$ cat src/rtl/dcs_pkg.sv
package dcs_pkg;

  localparam int unsigned DIST_W  = 10;
  localparam int unsigned CTRL_W  = 7;
  localparam int unsigned LVL_W   = 11;
  localparam int unsigned OUT_W   = 7;
  localparam int unsigned NUM_W   = DIST_W + LVL_W;
  localparam int unsigned DEN_W   = DIST_W;
  localparam int unsigned STEP_W  = 5;
  localparam int unsigned CFG_W   = 2;
  localparam int unsigned CDATA_W = 10;

  localparam logic [STEP_W-1:0] TGT_STEPS = STEP_W'(NUM_W);
  localparam logic [STEP_W-1:0] OUT_STEPS = STEP_W'(LVL_W);

  localparam logic [LVL_W-1:0] STEP_UP   = LVL_W'(10);
  localparam logic [LVL_W-1:0] STEP_DOWN = LVL_W'(2);
  localparam logic [LVL_W-1:0] OUT_MAX   = LVL_W'(127);

  localparam logic [CFG_W-1:0] CFG_MIN_DIST = 2'd0;
  localparam logic [CFG_W-1:0] CFG_MAX_DIST = 2'd1;
  localparam logic [CFG_W-1:0] CFG_CTRL_NUM = 2'd2;

  typedef enum logic [2:0] {
    S_IDLE,
    S_MUL,
    S_DIV_TGT,
    S_SLEW,
    S_DIV_OUT,
    S_SEND
  } dcs_state_e;

  typedef struct packed {
    logic              start;
    logic [STEP_W-1:0] steps;
    logic [NUM_W-1:0]  num;
    logic [DEN_W-1:0]  den;
  } div_req_t;

endpackage

$ cat src/rtl/dcs_div.sv
module dcs_div
  import dcs_pkg::*;
(
  input  logic             clk_i,
  input  logic             rst_ni,
  input  div_req_t         req_i,
  output logic             done_o,
  output logic [NUM_W-1:0] quo_o
);

  logic              busy_q;
  logic              done_q;
  logic [STEP_W-1:0] cnt_q;
  logic [NUM_W-1:0]  num_q, num_d;
  logic [DEN_W-1:0]  rem_q, rem_d;
  logic [DEN_W-1:0]  den_q;
  logic [DEN_W:0]    trial;
  logic [DEN_W:0]    diff;
  logic              ge;

  // one restoring step: bring down the next numerator bit, subtract if it fits
  always_comb begin
    trial = {rem_q, num_q[NUM_W-1]};
    diff  = trial - {1'b0, den_q};
    ge    = (trial >= {1'b0, den_q});
    rem_d = ge ? diff[DEN_W-1:0] : trial[DEN_W-1:0];
    num_d = {num_q[NUM_W-2:0], ge};
  end

  always_ff @(posedge clk_i or negedge rst_ni) begin
    if (!rst_ni) begin
      busy_q <= 1'b0;
      done_q <= 1'b0;
      cnt_q  <= '0;
    end else if (req_i.start) begin
      busy_q <= 1'b1;
      done_q <= 1'b0;
      cnt_q  <= req_i.steps;
    end else if (busy_q) begin
      cnt_q <= cnt_q - 1'b1;
      if (cnt_q == STEP_W'(1)) begin
        busy_q <= 1'b0;
        done_q <= 1'b1;
      end
    end else begin
      done_q <= 1'b0;
    end
  end

  always_ff @(posedge clk_i) begin
    if (req_i.start) begin
      num_q <= req_i.num;
      den_q <= req_i.den;
      rem_q <= '0;
    end else if (busy_q) begin
      num_q <= num_d;
      rem_q <= rem_d;
    end
  end

  // quotient bits collect at the bottom of the numerator register
  assign done_o = done_q;
  assign quo_o  = num_q;

endmodule

$ cat src/rtl/distance_to_controller_slew_core.sv
// Distance to controller level with slew limiting.
// Input channel (in_valid_i/in_ready_o) takes one item: a distance and a
// direct-mode flag. Output channel (out_valid_o/out_ready_i) gives zero or one
// item per input: the configured controller number and a 7-bit level.
// Configuration is a plain write port (cfg_we_i, cfg_idx_i, cfg_wdata_i):
// index 0 min distance, 1 max distance, 2 controller number.
// One item at a time goes through a sequencer that shares one restoring
// divider: a multiply state, 21 steps for the target quotient, a slew
// state, 11 steps for the output scaling and a send state.
// When the target is clamped the first divide is skipped, and a slew-mode
// item whose target equals the slewed level skips the second divide and
// sends no result.
// The result sits in an output register; a stalled receiver holds it there
// while the next item is already being worked on, and the block waits only
// when a new result is ready and the register is still full.
// Reset clears the slewed level to 0 and loads the register defaults
// (min 0, max 300, controller 0).
module distance_to_controller_slew_core
  import dcs_pkg::*;
#(
  parameter int unsigned FULL_LEVEL = 1270
) (
  input  logic               clk_i,
  input  logic               rst_ni,
  input  logic               cfg_we_i,
  input  logic [CFG_W-1:0]   cfg_idx_i,
  input  logic [CDATA_W-1:0] cfg_wdata_i,
  input  logic               in_valid_i,
  output logic               in_ready_o,
  input  logic [DIST_W-1:0]  distance_i,
  input  logic               direct_mode_i,
  output logic               out_valid_o,
  input  logic               out_ready_i,
  output logic [CTRL_W-1:0]  controller_o,
  output logic [OUT_W-1:0]   level_o
);

  localparam logic [LVL_W-1:0] FULL_LVL  = LVL_W'(FULL_LEVEL);
  localparam logic [DEN_W-1:0] SCALE_DIV = DEN_W'(FULL_LEVEL / 127);

  dcs_state_e state_q, state_d;

  logic [DIST_W-1:0] min_q, max_q;
  logic [CTRL_W-1:0] ctrl_q;
  logic [DIST_W-1:0] dist_q;
  logic              direct_q;
  logic [LVL_W-1:0]  tgt_q;
  logic [LVL_W-1:0]  slewed_q;
  logic              out_valid_q;
  logic [CTRL_W-1:0] out_ctrl_q;
  logic [OUT_W-1:0]  out_lvl_q;

  div_req_t          req;
  logic              div_done;
  logic [NUM_W-1:0]  quo;

  logic              clamp_full, clamp_zero;
  logic [DIST_W-1:0] span_hi;
  logic [NUM_W-1:0]  prod;
  logic [LVL_W:0]    up_sum;
  logic [LVL_W-1:0]  slew_next;
  logic              changed;
  logic [LVL_W-1:0]  send_lvl;
  logic [OUT_W-1:0]  scaled;
  logic              out_free;
  logic              accept;
  logic              load_out;

  dcs_div u_div (
    .clk_i  (clk_i),
    .rst_ni (rst_ni),
    .req_i  (req),
    .done_o (div_done),
    .quo_o  (quo)
  );

  // target: below min or an inverted range saturate high, at or past max give zero
  always_comb begin
    clamp_full = (dist_q < min_q) || (max_q < min_q);
    clamp_zero = (dist_q >= max_q);
    span_hi    = max_q - dist_q;
    prod       = NUM_W'(span_hi) * NUM_W'(FULL_LVL);
  end

  always_comb begin
    up_sum    = {1'b0, slewed_q} + {1'b0, STEP_UP};
    slew_next = slewed_q;
    changed   = 1'b1;
    if (tgt_q > slewed_q) begin
      slew_next = (up_sum > {1'b0, FULL_LVL}) ? FULL_LVL : up_sum[LVL_W-1:0];
    end else if (tgt_q < slewed_q) begin
      slew_next = (slewed_q < STEP_DOWN) ? '0 : slewed_q - STEP_DOWN;
    end else begin
      changed = direct_q;
    end
    send_lvl = direct_q ? tgt_q : slew_next;
  end

  assign scaled   = (quo[LVL_W-1:0] > OUT_MAX) ? OUT_MAX[OUT_W-1:0] : quo[OUT_W-1:0];
  assign out_free = !out_valid_q || out_ready_i;

  always_comb begin
    state_d = state_q;
    case (state_q)
      S_IDLE:    if (in_valid_i) state_d = S_MUL;
      S_MUL:     state_d = (clamp_full || clamp_zero) ? S_SLEW : S_DIV_TGT;
      S_DIV_TGT: if (div_done) state_d = S_SLEW;
      S_SLEW:    state_d = changed ? S_DIV_OUT : S_IDLE;
      S_DIV_OUT: if (div_done) state_d = S_SEND;
      S_SEND:    if (out_free) state_d = S_IDLE;
      default:   state_d = S_IDLE;
    endcase
  end

  always_comb begin
    in_ready_o = 1'b0;
    load_out   = 1'b0;
    req        = '0;
    case (state_q)
      S_IDLE: in_ready_o = 1'b1;
      S_MUL: begin
        req.start = !(clamp_full || clamp_zero);
        req.steps = TGT_STEPS;
        req.num   = prod;
        req.den   = max_q - min_q;
      end
      S_SLEW: begin
        req.start = changed;
        req.steps = OUT_STEPS;
        req.num   = {send_lvl, {(NUM_W-LVL_W){1'b0}}};
        req.den   = SCALE_DIV;
      end
      S_SEND:  load_out = out_free;
      default: ;
    endcase
  end

  assign accept = in_valid_i && in_ready_o;

  always_ff @(posedge clk_i or negedge rst_ni) begin
    if (!rst_ni) begin
      state_q     <= S_IDLE;
      min_q       <= '0;
      max_q       <= DIST_W'(300);
      ctrl_q      <= '0;
      slewed_q    <= '0;
      out_valid_q <= 1'b0;
    end else begin
      state_q <= state_d;
      if (cfg_we_i) begin
        case (cfg_idx_i)
          CFG_MIN_DIST: min_q  <= cfg_wdata_i[DIST_W-1:0];
          CFG_MAX_DIST: max_q  <= cfg_wdata_i[DIST_W-1:0];
          CFG_CTRL_NUM: ctrl_q <= cfg_wdata_i[CTRL_W-1:0];
          default: ;
        endcase
      end
      // direct mode leaves the slewed level alone
      if (state_q == S_SLEW && !direct_q) slewed_q <= slew_next;
      if (load_out) begin
        out_valid_q <= 1'b1;
      end else if (out_ready_i) begin
        out_valid_q <= 1'b0;
      end
    end
  end

  always_ff @(posedge clk_i) begin
    if (accept) begin
      dist_q   <= distance_i;
      direct_q <= direct_mode_i;
    end
    if (state_q == S_MUL) tgt_q <= clamp_full ? FULL_LVL : '0;
    if (state_q == S_DIV_TGT && div_done) tgt_q <= quo[LVL_W-1:0];
    if (load_out) begin
      out_ctrl_q <= ctrl_q;
      out_lvl_q  <= scaled;
    end
  end

  assign out_valid_o  = out_valid_q;
  assign controller_o = out_ctrl_q;
  assign level_o      = out_lvl_q;

endmodule

$ cat config.mk
export PLATFORM = sky130hd
export DESIGN_NAME = distance_to_controller_slew_core
export DESIGN_NICKNAME = d
export VERILOG_FILES = /design/src/rtl/dcs_pkg.sv /design/src/rtl/dcs_div.sv /design/src/rtl/distance_to_controller_slew_core.sv
export SDC_FILE = /design/constraint.sdc
export NUM_CORES = 1
export LEC_CHECK = 0
export BUFFER_PORTS_ARGS = -buffer_cell sky130_fd_sc_hd__buf_2
export CORE_MARGIN = 2
export CORE_UTILIZATION = 65
export CTS_CLUSTER_SIZE = 20
export DETAILED_ROUTE_END_ITERATION = 12
export PLACE_DENSITY = 0.84
export SETUP_SLACK_MARGIN = 0.1
export SLEW_MARGIN = 5
export SYNTH_ARGS = -nofsm -noshare
export SYNTH_HDL_FRONTEND = slang
export SYNTH_HIERARCHICAL = 1
export SYNTH_SLANG_ARGS = --single-unit
$ cat constraint.sdc
create_clock -name clk_i -period 12.2 [get_ports clk_i]
set_clock_uncertainty 0.15 [all_clocks]
set_input_delay 0 -clock clk_i [delete_from_list [all_inputs] [get_ports clk_i]]
set_output_delay 0 -clock clk_i [all_outputs]
set_load 0.01 [all_outputs]
==> implementation parameters <==
Parameter                              Value

Run status
  Status    complete, no violations

Timing
  Minimum period implied by the final worst setup slack    7.49 ns
  Number of max-slew violations in the final report    0
  Final worst-path cycle share    0.614
  Pin slew with the least headroom to its limit    1.12 ns
  Relative max-transition margin    0.250
  Number of failing setup endpoints in the final timing report    0
  Setup repair after global routing missed its margin    false
  Sum Neg Setup Slack    0 ns
  Top achievable clock speed    133 MHz
  Hold Fails Final Rpt    0

Logic synthesis
  Synth Area per Inst    9.96 sq um
  Number of synthesized flops with an enable pin    67
  Net count of the mapped netlist    1170
  Number of unique standard cell types used by synthesis    79
  Share of flip-flops with an asynchronous set or reset after synthesis    0.389
  Total standard cell area after synthesis    9860 sq um
  Portion of the post-synthesis area used by sequential elements    0.349
  Area contributors post-synth    sky130_fd_sc_hd__edfxtp_1 (20%), sky130_fd_sc_hd__ha_1 (15%), sky130_fd_sc_hd__dfrtp_1 (11%), sky130_fd_sc_hd__fa_1 (7.5%), sky130_fd_sc_hd__mux2_2 (4.8%)
  Number of flip-flops and latches in the synthesized netlist    126
  Most used DFF post-synth    sky130_fd_sc_hd__edfxtp_1
  Synth warn    6
  Biggest area consumer among synthesized cells    sky130_fd_sc_hd__edfxtp_1
  Share of Yosys cell area claimed by the top area cell type    0.204
  Number of standard cells after synthesis    990

Place
  Port bufs    43
  Placer Congestion    0.914
  Placed insts    1199
  HPWL after DPL    16.7 mm

Critical path
  Startpoint of the worst-slack reg-to-reg timing path    max_q[1]
  Cell family with most CP delay    adder cells
  Worst path required time    12.24 ns
  Crit path depth    25
  Setup crit start kind    flip-flop
  Critical path capture point type    flip-flop
  Worst-path maximum fanout    5
  Slowest stage cell on the critical path    sky130_fd_sc_hd__fa_1
  Capture instance of the worst register-to-register path    u_div/quo_o[17]
  Worst path arrival time    7.53 ns
  Cell mode on critical path    sky130_fd_sc_hd__ha_1
  Worst stage delay on the critical path    0.59 ns
  Worst Reg2Reg Path Length in Cells    25
  Worst Path Class, Setup    flip-flop to flip-flop
  Startpoint of the most critical setup path    max_q[1]
  Buffers plus inverters on the worst setup path    2
  Flop2flop setup slack    4.71 ns
  Critical Path End    u_div/quo_o[17]

Final layout
  Final Net Count    1252
  Non-filler instance count after layout    1273
  Area growth syn-to-layout    13.1%
  Ratio of cells with drive above 1 in the final layout    0.135
  Count of antenna diodes in the layout    0

Floorplan
  Number of ports placed on the die boundary    44
  Core box area    15000 sq um
  Die X    127 um
  Floorplan die height    127 um
  Initial cell density of the core    0.656
  Num rows    45
  Die area    16200 sq um

Routing
  Total length of routed wires    24.8 mm
  Initial DRC Count    761
  Routed wire length on met3    1.60 mm
  Average wire per cell in the routed design    19.5 um
  Routed Antenna Nets    0
  Length of routed met2 wiring    12.2 mm
  Vias/cell    6.19
  DR top layer    met4
  Detailed-route via count    7884
  1st-pass router iterations    5
  Length of routed wiring on met1    10.1 mm
  Remaining design rule violation count    0

Global routing
  Number of antenna violations at the first check in global routing    0
  Vias in the first global route    7869
  Total routing resource utilization after global routing    0.314
  Global-route wire length before repair    39.6 mm
  Maximum number of pins on one net before global-route repair    50
  Congestion Overflow GR    0

Clocking
  Clock buffer depth    2
  H-tree levels    4
  Clock latency at the later pin of the worst-skew pair    0.44 ns
  CTS tree    done
  Num CTS Buffers    17
  Worst-path clk slew    0.06 ns
  # clock sinks    126
  Buffer cell driving the clock tree root    sky130_fd_sc_hd__clkbuf_16

Worst hold path
  Class of the tightest hold or removal check    input port to flip-flop

Flow run
  Max-cap viol count    0
-- area by class of cell --
class | instances | area [sq um]
inverters | 123 | 462
flip-flops and latches | 126 | 3440
multi-input cells | 714 | 5800
repair buffers | 90 | 673
well taps | 188 | 235
fillers | 946 | 3880
clock buffers | 20 | 437
clock inverters | 12 | 97.6
-- stage by stage --
step	hold slack (ns)	worst slack [ns]	util	area (sq um)
finish	0.0714	4.71	0.742	11200
global route	0.104	4.29	0.742	11200
CTS	0.0654	4.86	0.742	11200
detailed placement	0.0125	5.05	0.678	10200
global placement	0.00684	5.33	0.678	10200
floorplan	-0.446	5.67	-	9860
-- worst min-delay path: stages --
cell,delay (ns)
sky130_fd_sc_hd__buf_2,0.11
sky130_fd_sc_hd__nor3b_2,0.15
sky130_fd_sc_hd__buf_4,0.20
sky130_fd_sc_hd__o21ai_0,0.16
-- logic make-up (layout without fill, tap and decap cells) --
| family | count (synthesis) | after routing | synth area share |
|---|---|---|---|
| and+or+nand+nor | 263 | 263 | 0.134 |
| AOI/OAI and AO/OA | 214 | 214 | 0.146 |
| adders and majority gates | 152 | 152 | 0.221 |
| other | 1 | 1 | 0.000380 |
| buffers and inverters | 150 | 245 | 0.0623 |
| muxes | 50 | 50 | 0.0561 |
| DFF | 126 | 126 | 0.349 |
| xor gates and xnor gates | 34 | 34 | 0.0302 |
-- cells in the mapped netlist (3+ instances only) --
cell type                  instances
sky130_fd_sc_hd__o31a_1            3
sky130_fd_sc_hd__clkbuf_1         13
sky130_fd_sc_hd__a21boi_0          7
sky130_fd_sc_hd__dfxtp_1          10
sky130_fd_sc_hd__buf_6             3
sky130_fd_sc_hd__nand2b_1         19
sky130_fd_sc_hd__o311a_1           3
sky130_fd_sc_hd__inv_1           123
sky130_fd_sc_hd__mux2_2           42
sky130_fd_sc_hd__nand4_1           9
sky130_fd_sc_hd__and2_1           10
sky130_fd_sc_hd__dfstp_2           4
sky130_fd_sc_hd__nor3_1           20
sky130_fd_sc_hd__o211ai_1          9
sky130_fd_sc_hd__a31oi_1           4
sky130_fd_sc_hd__nor3b_1           4
sky130_fd_sc_hd__a21o_1           16
sky130_fd_sc_hd__a22oi_1           3
sky130_fd_sc_hd__mux2i_1           8
sky130_fd_sc_hd__and3_1            5
sky130_fd_sc_hd__a21o_2            3
sky130_fd_sc_hd__a21oi_1          38
sky130_fd_sc_hd__fa_1             37
sky130_fd_sc_hd__dfrtp_1          45
sky130_fd_sc_hd__xor2_1           11
sky130_fd_sc_hd__a211oi_1         20
sky130_fd_sc_hd__edfxtp_1         67
sky130_fd_sc_hd__nor2b_1          12
sky130_fd_sc_hd__or2_2             6
sky130_fd_sc_hd__o211a_1           4
sky130_fd_sc_hd__a221o_1           5
sky130_fd_sc_hd__nand2_1          64
sky130_fd_sc_hd__o21ai_0          59
sky130_fd_sc_hd__or3_1             7
sky130_fd_sc_hd__o21a_1           10
sky130_fd_sc_hd__nor2_1           74
sky130_fd_sc_hd__nand3_1           7
sky130_fd_sc_hd__xnor2_1          23
sky130_fd_sc_hd__ha_1            115
sky130_fd_sc_hd__o221ai_1          3
sky130_fd_sc_hd__buf_4             7
sky130_fd_sc_hd__nand3b_1          4
sky130_fd_sc_hd__nor4_1            5
-- per-layer routing --
layer  GRT usage  up-vias
met4       0.133        0
met3      0.0708       90
met5           0        -
met1       0.385     3771
met2       0.537      355
li1            -     3668
-- registers in the layout, summed over array words and instances, names as in the netlist, 3 cells and up --
| name | cells |
|---|---|
| controller_o | 7 |
| ctrl_q | 7 |
| dist_q | 10 |
| level_o | 7 |
| max_q | 10 |
| min_q | 10 |
| slewed_q | 11 |
| state_q | 3 |
| tgt_q | 11 |
| u_div/cnt_q | 5 |
| u_div/den_q | 10 |
| u_div/quo_o | 21 |
| u_div/rem_q | 10 |
-- layout by cell type (no fill, tap or decap), types with 10 or more instances in the layout --
cell type                         n
sky130_fd_sc_hd__nor2b_1         12
sky130_fd_sc_hd__xnor2_1         23
sky130_fd_sc_hd__a21o_1          16
sky130_fd_sc_hd__a21oi_1         38
sky130_fd_sc_hd__inv_1          123
sky130_fd_sc_hd__a211oi_1        20
sky130_fd_sc_hd__ha_1           115
sky130_fd_sc_hd__clkbuf_16       17
sky130_fd_sc_hd__mux2_2          42
sky130_fd_sc_hd__nand2_1         64
sky130_fd_sc_hd__xor2_1          11
sky130_fd_sc_hd__nor3_1          20
sky130_fd_sc_hd__and2_1          10
sky130_fd_sc_hd__o21ai_0         59
sky130_fd_sc_hd__fa_1            37
sky130_fd_sc_hd__buf_2           43
sky130_fd_sc_hd__dfxtp_1         10
sky130_fd_sc_hd__nand2b_1        19
sky130_fd_sc_hd__nor2_1          74
sky130_fd_sc_hd__o21a_1          10
sky130_fd_sc_hd__dfrtp_1         45
sky130_fd_sc_hd__dlygate4sd3_1   42
sky130_fd_sc_hd__edfxtp_1        67
-- how the worst min path moves through the flow --
stage / from / endpoint / slack (ns) / depth (start not counted)
6_report: cfg_we_i / min_q[2] / 0.07 / 4
3_5_place_dp: rst_ni / u_div/busy_q / 0.01 / 2
4_1_cts: cfg_we_i / min_q[2] / 0.07 / 4
3_3_place_gp: rst_ni / u_div/busy_q / 0.007 / 2
2_1_floorplan: rst_ni / ctrl_q[0] / -0.45 / 0
5_1_grt: cfg_we_i / min_q[2] / 0.10 / 4
-- timing repair --
item                                   4_1_cts  5_1_grt
hold buffers                                42        0
gates resized for setup                      0        0
endpoints found under the hold margin       90        0
buffers inserted                             0        0
Power is left out: the tool's default activity adds up to more than one toggle a clock period on the data nets, which glitch-free logic cannot reach.
